$ cat config.mk
export PLATFORM = sky130hd
export DESIGN_NAME = half_shell_neighbor_cell_stencil_core
export DESIGN_NICKNAME = d
export VERILOG_FILES = /design/src/design/hsnc_pkg.sv /design/src/design/hsnc_issue.sv /design/src/design/hsnc_fold.sv /design/src/design/hsnc_index.sv /design/src/design/half_shell_neighbor_cell_stencil_core.sv
export SDC_FILE = /design/constraint.sdc
export NUM_CORES = 1
export LEC_CHECK = 0
export ABC_AREA = 1
export BUFFER_PORTS_ARGS = -buffer_cell sky130_fd_sc_hd__buf_4
export CORE_AREA = 8 8 298 185
export CTS_BUF_LIST = sky130_fd_sc_hd__clkbuf_16
export DETAILED_ROUTE_END_ITERATION = 10
export DIE_AREA = 0 0 306 193
export GPL_ROUTABILITY_DRIVEN = 0
export GPL_TIMING_DRIVEN = 0
export MAX_ROUTING_LAYER = met4
export SYNTH_ARGS = -nofsm -noshare
export SYNTH_HDL_FRONTEND = slang
export SYNTH_HIERARCHICAL = 1
export SYNTH_SLANG_ARGS = --single-unit
$ cat constraint.sdc
create_clock -name clk -period 4.89 [get_ports clk]
set_input_delay 0.978 -clock clk [delete_from_list [all_inputs] [get_ports clk]]
set_output_delay 0.978 -clock clk [all_outputs]
set_load 0.02 [all_outputs]
$ cat src/design/hsnc_pkg.sv
// Shared types, constants and the stencil table of the half-shell neighbor cell stencil core.
// Depends on nothing; every other file of the block imports it.
package hsnc_pkg;

    // Field widths
    localparam int STENCIL_SIZE = 13;
    localparam int SLOT_W       = 4;
    localparam int COORD_W      = 6;
    localparam int CNT_W        = 7;
    localparam int AREA_W       = 2 * CNT_W;
    localparam int VOL_W        = CNT_W + AREA_W;
    localparam int INDEX_W      = 18;
    localparam int SHIFT_W      = 2;
    localparam int ADDR_W       = 3;
    localparam int IN_DATA_W    = 24;
    localparam int OUT_DATA_W   = 32;

    // Configuration register indexes
    localparam logic [ADDR_W-1:0] REG_CELLS_X    = 3'd0;
    localparam logic [ADDR_W-1:0] REG_CELLS_Y    = 3'd1;
    localparam logic [ADDR_W-1:0] REG_CELLS_Z    = 3'd2;
    localparam logic [ADDR_W-1:0] REG_PERIODIC_X = 3'd3;
    localparam logic [ADDR_W-1:0] REG_PERIODIC_Y = 3'd4;
    localparam logic [ADDR_W-1:0] REG_PERIODIC_Z = 3'd5;

    // Offset and shift codes, two's complement
    localparam logic [SHIFT_W-1:0] OFF_ZERO = 2'b00;
    localparam logic [SHIFT_W-1:0] OFF_POS  = 2'b01;
    localparam logic [SHIFT_W-1:0] OFF_NEG  = 2'b11;

    typedef struct packed {
        logic [CNT_W-1:0] cells_x;
        logic [CNT_W-1:0] cells_y;
        logic [CNT_W-1:0] cells_z;
        logic             periodic_x;
        logic             periodic_y;
        logic             periodic_z;
    } cfg_t;

    typedef struct packed {
        logic [SHIFT_W-1:0] oz;
        logic [SHIFT_W-1:0] oy;
        logic [SHIFT_W-1:0] ox;
    } offs_t;

    // One stencil slot of one home cell, as issued by the sequencer.
    typedef struct packed {
        logic [COORD_W-1:0] home_x;
        logic [COORD_W-1:0] home_y;
        logic [COORD_W-1:0] home_z;
        logic [SLOT_W-1:0]  slot;
        logic               empty;
        logic               last;
    } token_t;

    // A resolved neighbor coordinate with its image shifts.
    typedef struct packed {
        logic [CNT_W-1:0]   x;
        logic [CNT_W-1:0]   y;
        logic [CNT_W-1:0]   z;
        logic [SHIFT_W-1:0] shift_x;
        logic [SHIFT_W-1:0] shift_y;
        logic [SHIFT_W-1:0] shift_z;
        logic [SLOT_W-1:0]  slot;
        logic               empty;
        logic               last;
    } coord_t;

    // Half-shell offsets in table order.
    function automatic offs_t stencil_offsets(input logic [SLOT_W-1:0] slot);
        offs_t o;
        o = '{oz: OFF_ZERO, oy: OFF_ZERO, ox: OFF_ZERO};
        unique case (slot)
            4'd0:    o = '{oz: OFF_ZERO, oy: OFF_ZERO, ox: OFF_POS};
            4'd1:    o = '{oz: OFF_ZERO, oy: OFF_POS,  ox: OFF_POS};
            4'd2:    o = '{oz: OFF_ZERO, oy: OFF_POS,  ox: OFF_ZERO};
            4'd3:    o = '{oz: OFF_ZERO, oy: OFF_POS,  ox: OFF_NEG};
            4'd4:    o = '{oz: OFF_POS,  oy: OFF_ZERO, ox: OFF_ZERO};
            4'd5:    o = '{oz: OFF_POS,  oy: OFF_ZERO, ox: OFF_POS};
            4'd6:    o = '{oz: OFF_POS,  oy: OFF_POS,  ox: OFF_POS};
            4'd7:    o = '{oz: OFF_POS,  oy: OFF_POS,  ox: OFF_ZERO};
            4'd8:    o = '{oz: OFF_POS,  oy: OFF_POS,  ox: OFF_NEG};
            4'd9:    o = '{oz: OFF_POS,  oy: OFF_ZERO, ox: OFF_NEG};
            4'd10:   o = '{oz: OFF_POS,  oy: OFF_NEG,  ox: OFF_NEG};
            4'd11:   o = '{oz: OFF_POS,  oy: OFF_NEG,  ox: OFF_ZERO};
            4'd12:   o = '{oz: OFF_POS,  oy: OFF_NEG,  ox: OFF_POS};
            default: o = '{oz: OFF_ZERO, oy: OFF_ZERO, ox: OFF_ZERO};
        endcase
        return o;
    endfunction

endpackage

$ cat src/design/hsnc_issue.sv
// Input stage and slot sequencer: holds one home cell with its mask of valid stencil slots
// and issues one token per cycle while advance is high. Depends on hsnc_pkg.
module hsnc_issue (
    input  logic                         clk,
    input  logic                         rst_n,
    input  hsnc_pkg::cfg_t               cfg,
    input  logic                         in_valid,
    output logic                         in_ready,
    input  logic [hsnc_pkg::COORD_W-1:0] in_x,
    input  logic [hsnc_pkg::COORD_W-1:0] in_y,
    input  logic [hsnc_pkg::COORD_W-1:0] in_z,
    input  logic                         advance,
    output logic                         tok_valid,
    output hsnc_pkg::token_t             tok
);
    import hsnc_pkg::*;

    logic                    item_vld_reg, item_vld_next;
    logic [COORD_W-1:0]      home_x_reg, home_y_reg, home_z_reg;
    logic [STENCIL_SIZE-1:0] mask_reg, mask_next;
    logic [STENCIL_SIZE-1:0] new_mask, rest_mask;
    logic [SLOT_W-1:0]       slot_sel;
    logic                    in_grid, fire, done, take;
    logic                    pos_x, pos_y, pos_z, neg_x, neg_y, neg_z;
    offs_t                   offs;

    function automatic logic offset_ok(input logic [SHIFT_W-1:0] off, input logic neg_ok,
                                       input logic pos_ok);
        logic ok;
        ok = 1'b1;
        if (off == OFF_POS)
            ok = pos_ok;
        else if (off == OFF_NEG)
            ok = neg_ok;
        return ok;
    endfunction

    // Per-axis validity of each offset direction for the incoming home cell.
    always_comb
    begin
        in_grid = ({1'b0, in_x} < cfg.cells_x) && ({1'b0, in_y} < cfg.cells_y)
               && ({1'b0, in_z} < cfg.cells_z);
        pos_x = (({1'b0, in_x} + 7'd1) < cfg.cells_x) || cfg.periodic_x;
        pos_y = (({1'b0, in_y} + 7'd1) < cfg.cells_y) || cfg.periodic_y;
        pos_z = (({1'b0, in_z} + 7'd1) < cfg.cells_z) || cfg.periodic_z;
        neg_x = (in_x != '0) || cfg.periodic_x;
        neg_y = (in_y != '0) || cfg.periodic_y;
        neg_z = (in_z != '0) || cfg.periodic_z;
        offs  = '0;
        for (int i = 0; i < STENCIL_SIZE; i++)
        begin
            offs = stencil_offsets(SLOT_W'(i));
            new_mask[i] = in_grid && offset_ok(offs.ox, neg_x, pos_x)
                       && offset_ok(offs.oy, neg_y, pos_y)
                       && offset_ok(offs.oz, neg_z, pos_z);
        end
    end

    // Lowest pending slot goes out first.
    always_comb
    begin
        slot_sel = '0;
        for (int i = STENCIL_SIZE - 1; i >= 0; i--)
        begin
            if (mask_reg[i])
                slot_sel = SLOT_W'(i);
        end
        rest_mask = mask_reg & (mask_reg - STENCIL_SIZE'(1));
    end

    // Token and handshake.
    always_comb
    begin
        tok.home_x = home_x_reg;
        tok.home_y = home_y_reg;
        tok.home_z = home_z_reg;
        tok.slot   = slot_sel;
        tok.empty  = (mask_reg == '0);
        tok.last   = (rest_mask == '0);
        tok_valid  = item_vld_reg;
        fire       = item_vld_reg && advance;
        done       = fire && tok.last;
        in_ready   = !item_vld_reg || done;
        take       = in_valid && in_ready;
    end

    // Next item state.
    always_comb
    begin
        item_vld_next = item_vld_reg;
        mask_next     = mask_reg;
        if (take)
        begin
            item_vld_next = 1'b1;
            mask_next     = new_mask;
        end
        else if (done)
        begin
            item_vld_next = 1'b0;
        end
        else if (fire)
        begin
            mask_next = rest_mask;
        end
    end

    always_ff @(posedge clk or negedge rst_n)
    begin
        if (!rst_n)
            item_vld_reg <= 1'b0;
        else
            item_vld_reg <= item_vld_next;
    end

    always_ff @(posedge clk)
    begin
        mask_reg <= mask_next;
        if (take)
        begin
            home_x_reg <= in_x;
            home_y_reg <= in_y;
            home_z_reg <= in_z;
        end
    end

endmodule

$ cat src/design/hsnc_fold.sv
// Axis fold stage: applies the stencil offset to each axis and wraps across periodic
// boundaries, recording the image shift. Depends on hsnc_pkg.
module hsnc_fold (
    input  logic             clk,
    input  logic             rst_n,
    input  hsnc_pkg::cfg_t   cfg,
    input  logic             advance,
    input  logic             tok_valid,
    input  hsnc_pkg::token_t tok,
    output logic             crd_valid,
    output hsnc_pkg::coord_t crd
);
    import hsnc_pkg::*;

    logic   vld_reg;
    coord_t crd_reg, crd_next;
    offs_t  offs;
    logic [CNT_W+SHIFT_W-1:0] fx, fy, fz;

    // One axis; the slot mask guarantees that the home cell is in range and the move legal.
    function automatic logic [CNT_W+SHIFT_W-1:0] axis_fold(input logic [COORD_W-1:0] home,
                                                          input logic [SHIFT_W-1:0] off,
                                                          input logic [CNT_W-1:0]   n);
        logic [CNT_W-1:0]   up;
        logic [CNT_W-1:0]   coord;
        logic [SHIFT_W-1:0] shift;
        up    = {1'b0, home} + CNT_W'(1);
        coord = {1'b0, home};
        shift = OFF_ZERO;
        if (off == OFF_POS)
        begin
            if (up >= n)
            begin
                coord = '0;
                shift = OFF_POS;
            end
            else
            begin
                coord = up;
            end
        end
        else if (off == OFF_NEG)
        begin
            if (home == '0)
            begin
                coord = n - CNT_W'(1);
                shift = OFF_NEG;
            end
            else
            begin
                coord = {1'b0, home} - CNT_W'(1);
            end
        end
        return {shift, coord};
    endfunction

    always_comb
    begin
        offs = stencil_offsets(tok.slot);
        fx   = axis_fold(tok.home_x, offs.ox, cfg.cells_x);
        fy   = axis_fold(tok.home_y, offs.oy, cfg.cells_y);
        fz   = axis_fold(tok.home_z, offs.oz, cfg.cells_z);
        // The empty result carries zeros in every field but the empty and last flags.
        if (tok.empty)
        begin
            crd_next = '0;
        end
        else
        begin
            crd_next.x       = fx[CNT_W-1:0];
            crd_next.y       = fy[CNT_W-1:0];
            crd_next.z       = fz[CNT_W-1:0];
            crd_next.shift_x = fx[CNT_W+SHIFT_W-1:CNT_W];
            crd_next.shift_y = fy[CNT_W+SHIFT_W-1:CNT_W];
            crd_next.shift_z = fz[CNT_W+SHIFT_W-1:CNT_W];
            crd_next.slot    = tok.slot;
            crd_next.empty   = 1'b0;
        end
        crd_next.empty = tok.empty;
        crd_next.last  = tok.last;
    end

    always_ff @(posedge clk or negedge rst_n)
    begin
        if (!rst_n)
            vld_reg <= 1'b0;
        else if (advance)
            vld_reg <= tok_valid;
    end

    always_ff @(posedge clk)
    begin
        if (advance)
            crd_reg <= crd_next;
    end

    assign crd_valid = vld_reg;
    assign crd       = crd_reg;

endmodule

$ cat src/design/hsnc_index.sv
// Linear index stages: one register stage of products, then the sum into the output
// register that drives the result stream. Depends on hsnc_pkg.
module hsnc_index (
    input  logic                            clk,
    input  logic                            rst_n,
    input  hsnc_pkg::cfg_t                  cfg,
    input  logic [hsnc_pkg::AREA_W-1:0]     area,
    input  logic                            advance,
    input  logic                            crd_valid,
    input  hsnc_pkg::coord_t                crd,
    output logic                            out_valid,
    output logic [hsnc_pkg::INDEX_W-1:0]    out_index,
    output logic [hsnc_pkg::SHIFT_W-1:0]    out_shift_x,
    output logic [hsnc_pkg::SHIFT_W-1:0]    out_shift_y,
    output logic [hsnc_pkg::SHIFT_W-1:0]    out_shift_z,
    output logic [hsnc_pkg::SLOT_W-1:0]     out_slot,
    output logic                            out_empty,
    output logic                            out_last
);
    import hsnc_pkg::*;

    logic               prod_vld_reg, out_vld_reg;
    coord_t             prod_crd_reg;
    logic [AREA_W-1:0]  py_reg;
    logic [VOL_W-1:0]   pz_reg;
    logic [INDEX_W-1:0] index_reg, index_next;
    coord_t             out_crd_reg;

    always_ff @(posedge clk or negedge rst_n)
    begin
        if (!rst_n)
        begin
            prod_vld_reg <= 1'b0;
            out_vld_reg  <= 1'b0;
        end
        else if (advance)
        begin
            prod_vld_reg <= crd_valid;
            out_vld_reg  <= prod_vld_reg;
        end
    end

    // Products of the row and plane strides.
    always_ff @(posedge clk)
    begin
        if (advance)
        begin
            prod_crd_reg <= crd;
            py_reg       <= AREA_W'(crd.y) * AREA_W'(cfg.cells_x);
            pz_reg       <= VOL_W'(crd.z) * VOL_W'(area);
        end
    end

    // Sum wraps to the index width.
    assign index_next = INDEX_W'(pz_reg) + INDEX_W'(py_reg) + INDEX_W'(prod_crd_reg.x);

    always_ff @(posedge clk)
    begin
        if (advance)
        begin
            index_reg   <= index_next;
            out_crd_reg <= prod_crd_reg;
        end
    end

    assign out_valid   = out_vld_reg;
    assign out_index   = index_reg;
    assign out_shift_x = out_crd_reg.shift_x;
    assign out_shift_y = out_crd_reg.shift_y;
    assign out_shift_z = out_crd_reg.shift_z;
    assign out_slot    = out_crd_reg.slot;
    assign out_empty   = out_crd_reg.empty;
    assign out_last    = out_crd_reg.last;

endmodule

$ cat src/design/half_shell_neighbor_cell_stencil_core.sv
// Top level of the half-shell neighbor cell stencil core: configuration registers and the
// sequencer, fold and index stages. Depends on hsnc_pkg, hsnc_issue, hsnc_fold, hsnc_index.
//
//  Channel  Direction  Payload
//  s_*      in         tdata: cell_x[5:0], cell_y[11:6], cell_z[17:12], zero fill to 24 bits
//  m_*      out        tdata: neighbor_index, shifts, stencil_slot; tuser: empty_res; tlast
//  cfg_*    in         cfg_addr selects the register, cfg_wdata is written on cfg_we
//
// Each home cell holds the sequencer for one issue per valid neighbor slot, or one if it
// has none. Results leave at one per cycle unless m_tready stalls them, passing through
// the fold, product and output registers. The next item is taken as the last slot issues.
// Reset clears the valid bits and sets the grid to 1x1x1 with no periodic axes.
// A stall on m_tready freezes all stages together; nothing is dropped or repeated.
module half_shell_neighbor_cell_stencil_core (
    input  logic                              clk,
    input  logic                              rst_n,
    input  logic                              s_tvalid,
    output logic                              s_tready,
    input  logic [hsnc_pkg::IN_DATA_W-1:0]    s_tdata,    // cell_x, cell_y, cell_z
    output logic                              m_tvalid,
    input  logic                              m_tready,
    // neighbor_index, shift_x, shift_y, shift_z, stencil_slot
    output logic [hsnc_pkg::OUT_DATA_W-1:0]   m_tdata,
    output logic                              m_tuser,    // empty_res
    output logic                              m_tlast,
    input  logic                              cfg_we,
    input  logic [hsnc_pkg::ADDR_W-1:0]       cfg_addr,
    input  logic [hsnc_pkg::CNT_W-1:0]        cfg_wdata
);
    import hsnc_pkg::*;

    cfg_t               cfg_reg;
    logic [AREA_W-1:0]  area_reg;
    logic               advance;
    logic               tok_valid, crd_valid;
    token_t             tok;
    coord_t             crd;
    logic [INDEX_W-1:0] out_index;
    logic [SHIFT_W-1:0] out_shift_x, out_shift_y, out_shift_z;
    logic [SLOT_W-1:0]  out_slot;

    // Configuration register writes.
    always_ff @(posedge clk or negedge rst_n)
    begin
        if (!rst_n)
        begin
            cfg_reg.cells_x    <= CNT_W'(1);
            cfg_reg.cells_y    <= CNT_W'(1);
            cfg_reg.cells_z    <= CNT_W'(1);
            cfg_reg.periodic_x <= 1'b0;
            cfg_reg.periodic_y <= 1'b0;
            cfg_reg.periodic_z <= 1'b0;
        end
        else if (cfg_we)
        begin
            unique case (cfg_addr)
                REG_CELLS_X:    cfg_reg.cells_x    <= cfg_wdata;
                REG_CELLS_Y:    cfg_reg.cells_y    <= cfg_wdata;
                REG_CELLS_Z:    cfg_reg.cells_z    <= cfg_wdata;
                REG_PERIODIC_X: cfg_reg.periodic_x <= cfg_wdata[0];
                REG_PERIODIC_Y: cfg_reg.periodic_y <= cfg_wdata[0];
                REG_PERIODIC_Z: cfg_reg.periodic_z <= cfg_wdata[0];
                default:        cfg_reg            <= cfg_reg;
            endcase
        end
    end

    // Plane size, refreshed every cycle from the registered counts.
    always_ff @(posedge clk)
    begin
        area_reg <= AREA_W'(cfg_reg.cells_x) * AREA_W'(cfg_reg.cells_y);
    end

    // The whole pipeline moves when the output register is free or being drained.
    assign advance = !m_tvalid || m_tready;

    hsnc_issue u_issue (
        .clk       (clk),
        .rst_n     (rst_n),
        .cfg       (cfg_reg),
        .in_valid  (s_tvalid),
        .in_ready  (s_tready),
        .in_x      (s_tdata[COORD_W-1:0]),
        .in_y      (s_tdata[2*COORD_W-1:COORD_W]),
        .in_z      (s_tdata[3*COORD_W-1:2*COORD_W]),
        .advance   (advance),
        .tok_valid (tok_valid),
        .tok       (tok)
    );

    hsnc_fold u_fold (
        .clk       (clk),
        .rst_n     (rst_n),
        .cfg       (cfg_reg),
        .advance   (advance),
        .tok_valid (tok_valid),
        .tok       (tok),
        .crd_valid (crd_valid),
        .crd       (crd)
    );

    hsnc_index u_index (
        .clk         (clk),
        .rst_n       (rst_n),
        .cfg         (cfg_reg),
        .area        (area_reg),
        .advance     (advance),
        .crd_valid   (crd_valid),
        .crd         (crd),
        .out_valid   (m_tvalid),
        .out_index   (out_index),
        .out_shift_x (out_shift_x),
        .out_shift_y (out_shift_y),
        .out_shift_z (out_shift_z),
        .out_slot    (out_slot),
        .out_empty   (m_tuser),
        .out_last    (m_tlast)
    );

    // Result packing, lowest field first.
    assign m_tdata = {4'b0000, out_slot, out_shift_z, out_shift_y, out_shift_x, out_index};

endmodule
==> summary.md <==
| Metric | Value |
|---|---|
| Outcome | finished clean |
| Commonest cells after routing, fill and taps aside | nand2_1, inv_1, ha_1, edfxtp_1, nand3_1 |
| Worst setup SP type | register |
| Synth top area share | 24.74% |
| Largest family of logic cells by synthesized area | adder cells |
| WP buf/inv | 4 |
| Drt via density | 4.742 |
| Post-synth EDFFs | 144 |
| Slew headroom | 24.11% |
| Synth Flop Type | edfxtp_1 |
| Synth Area in Compound Gates | 5.663% |
| Yosys cell types | 50 |
| Top cells by area, synth | edfxtp_1, ha_1, fa_1, nand2_1, inv_1 |
| Most frequent cell on the critical path | nand2_1 |
| Die H | 193 um |
| Post-Synthesis Cells | 2172 |
| Ys async rst share | 15.05% |
| Tcrit/Tclk final | 95.19% |
| Synth Area in Adders | 26.12% |
| Warnings from Yosys | 6 |
| Worst-path maximum fanout | 10 |
| Clock buffer depth | 2 |
| CP required | 5.07 ns |
| Drt pass-1 iters | 7 |
| GRT Total Usage | 14.74% |
| IO Pins | 75 |
| # rows | 65 |
| Max reg flops | 32 |
| DR DRC count | 0 |
| Root Driver | clkbuf_16 |
| Total number of vias | 13930 |
| Cts hold-fix bufs | 0 |
| Worst slew pin tran | 1.131 ns |
| Post-synthesis sequential area ratio | 30.38% |
| Routed wire per std cell | 14.20 um |
| Die area | 59060 sq um |
| HP Start | u_fold/crd[30]$_SDFFCE_PP0P_ |
| Syn Area/Cell | 8.046 sq um |
| Cts bufs inserted | 17 |
| RSZ-0062 raised after global routing | no |
| Htree depth | 4 |
| Commonest non-fill, non-tap cell in the layout | nand2_1 |
| Synthesized area | 17480 sq um |
| Non-filler cells, final | 2937 |
| Vias in the first global route | 13380 |
| Hold crit path type | reg2reg |
| First-pass GRT wire length | 68410 um |
| Count of state elements after synthesis | 186 |
| # diodes | 0 |
| Drt initial violations | 1178 |
| Layout cells sized above 1 | 9.572% |
| Post-route antenna net violation count | 0 |
| Crit end category | register |
| Initial Utilization | 34.16% |
| Mux cell area share after synthesis | 0.06444% |
| Final #Nets | 2590 |
| DP HPWL | 34240 um |
| Die width | 306 um |
| Final Setup Violations | 0 |
| Critical-path cell list | clkbuf_1, nand2_1, inv_1, fa_1, fa_1, fa_1, inv_1, fa_1, inv_1, ha_1, a21oi_1, nand2_1, a21oi_1, nand2_1, nand2_1, nand2_1 |
| Post-CTS Setup Repair Bufs | 0 |
| TritonCTS clock tree | yes |
| Max Clock Skew | 0.01938 ns |
| CP Class | reg2reg |
| Hold Vio Cnt, Final | 0 |
| Largest net degree at the start of global routing | 115 |
| Reg2reg start | u_fold/crd[15]$_SDFFCE_PP0P_ |
| XOR/XNOR Fraction of Synth Area | 2.556% |
| Max Fclk | 214.8 MHz |
| Setup slack after layout | 0.2353 ns |
| MaxCap Viol Count | 0 |
| # clock sinks | 186 |
| Layout overhead on the synthesized area | 10.96% |
| Crit-path max cell delay | 0.56 ns |
| Crit-path leading delay family | adder cells |
| Number of I/O port buffers | 64 |
| Final core occ | 37.91% |
| Resize count post-CTS | 0 |
| Placement Setup Slack | 0.2127 ns |
| Final Max Slew Viols | 0 |
| Inst Count DP | 2910 |
| CORE AREA | 51160 sq um |
| Crit path launch | u_fold/crd[15]$_SDFFCE_PP0P_ |
| Drt total wl | 41710 um |
| CP max stage cell | fa_1 |
| Grt ovf | 0 |
| Antenna violations before repair | 0 |
| Simple-Gate Fraction of Synth Area | 23.44% |
| Clock insertion delay at the later pin of the skew report | 0.46 ns |
| Cell taking the most area after synthesis | edfxtp_1 |
| Min Tclk post-route | 4.655 ns |
| Critical Path AT | 4.84 ns |
| Worst hold margin | 0.4202 ns |
| Clock-pin slew on the worst setup and hold paths | 0.06 ns |
final cells by class:
cell class	count	area, sq um
fill	5166	31760
multi-input combinational	1460	10140
sequential	186	5309
inverter	491	1844
tap	670	838.3
timing repair buffer	65	508.0
clock buffer	18	450.4
buffer	33	187.7
clock inverter	14	110.1
Yosys cell counts, drive strengths merged (4+ instances only):
library cell and n:
nand2 622, inv 489, ha 184, edfxtp 144, nand3 135, nor2 120, fa 113, a21oi 89
o21ai 56, xor2 45, nand4 39, dfrtp 25, buf 20, clkbuf 18, dfxtp 14, nor3 12
o21bai 7, xnor2 6, o21a 5, nand3b 4
cells by family (layout without fill, tap and decap cells):
| family | count (synthesis) | in the layout |
|---|---|---|
| DFF | 186 | 186 |
| adders and majority gates | 297 | 297 |
| muxes | 1 | 1 |
| buffers and inverters | 529 | 621 |
| and+or+nand+nor | 940 | 940 |
| other | 2 | 5 |
| xor gates and xnor gates | 51 | 51 |
| AOI/OAI and AO/OA | 166 | 166 |
through the flow:
step	setup TNS [ns]	area, sq um
2_1_floorplan	0	17490
3_3_place_gp	-0.1773	18810
3_5_place_dp	0	18850
4_1_cts	0	19410
5_1_grt	0	19390
6_report	0	19390
worst reg2reg max path, stage by stage (launching register included):
cell and delay, ns:
edfxtp_1 0.48, clkbuf_1 0.48, nand2_1 0.11, inv_1 0.11, fa_1 0.42, fa_1 0.47, fa_1 0.56, inv_1 0.06
fa_1 0.53, inv_1 0.04, ha_1 0.37, a21oi_1 0.23, nand2_1 0.11, a21oi_1 0.19, nand2_1 0.08, nand2_1 0.06
nand2_1 0.09
metal layers:
layer | track usage, % | routed length (um) | up-vias
met4 | 2.736 | 317 | 0
met1 | 21.77 | 22030 | 6596
met2 | 20.97 | 16810 | 381
li1 | - | - | 6923
met5 | - | 0 | -
met3 | 2.759 | 2557 | 28
final timing paths:
| check | cells after the start | endpoint | slack (ns) |
|---|---|---|---|
| min | 0 | u_index/prod_crd_reg[30]$_DFFE_PP_ | 0.42 |
| min in group asynchronous | 1 | cfg_reg[8]$_DFFE_PN0P_ | 0.44 |
| max in group asynchronous | 1 | cfg_reg[10]$_DFFE_PN1P_ | 4.13 |
| min reg2reg | 0 | u_index/prod_crd_reg[30]$_DFFE_PP_ | 0.42 |
| max | 16 | u_index/pz_reg[16]$_DFFE_PP_ | 0.24 |
| max reg2reg | 16 | u_index/pz_reg[16]$_DFFE_PP_ | 0.24 |
Power is left out: the tool's default activity adds up to more than one toggle a clock period on the data nets, which glitch-free logic cannot reach.
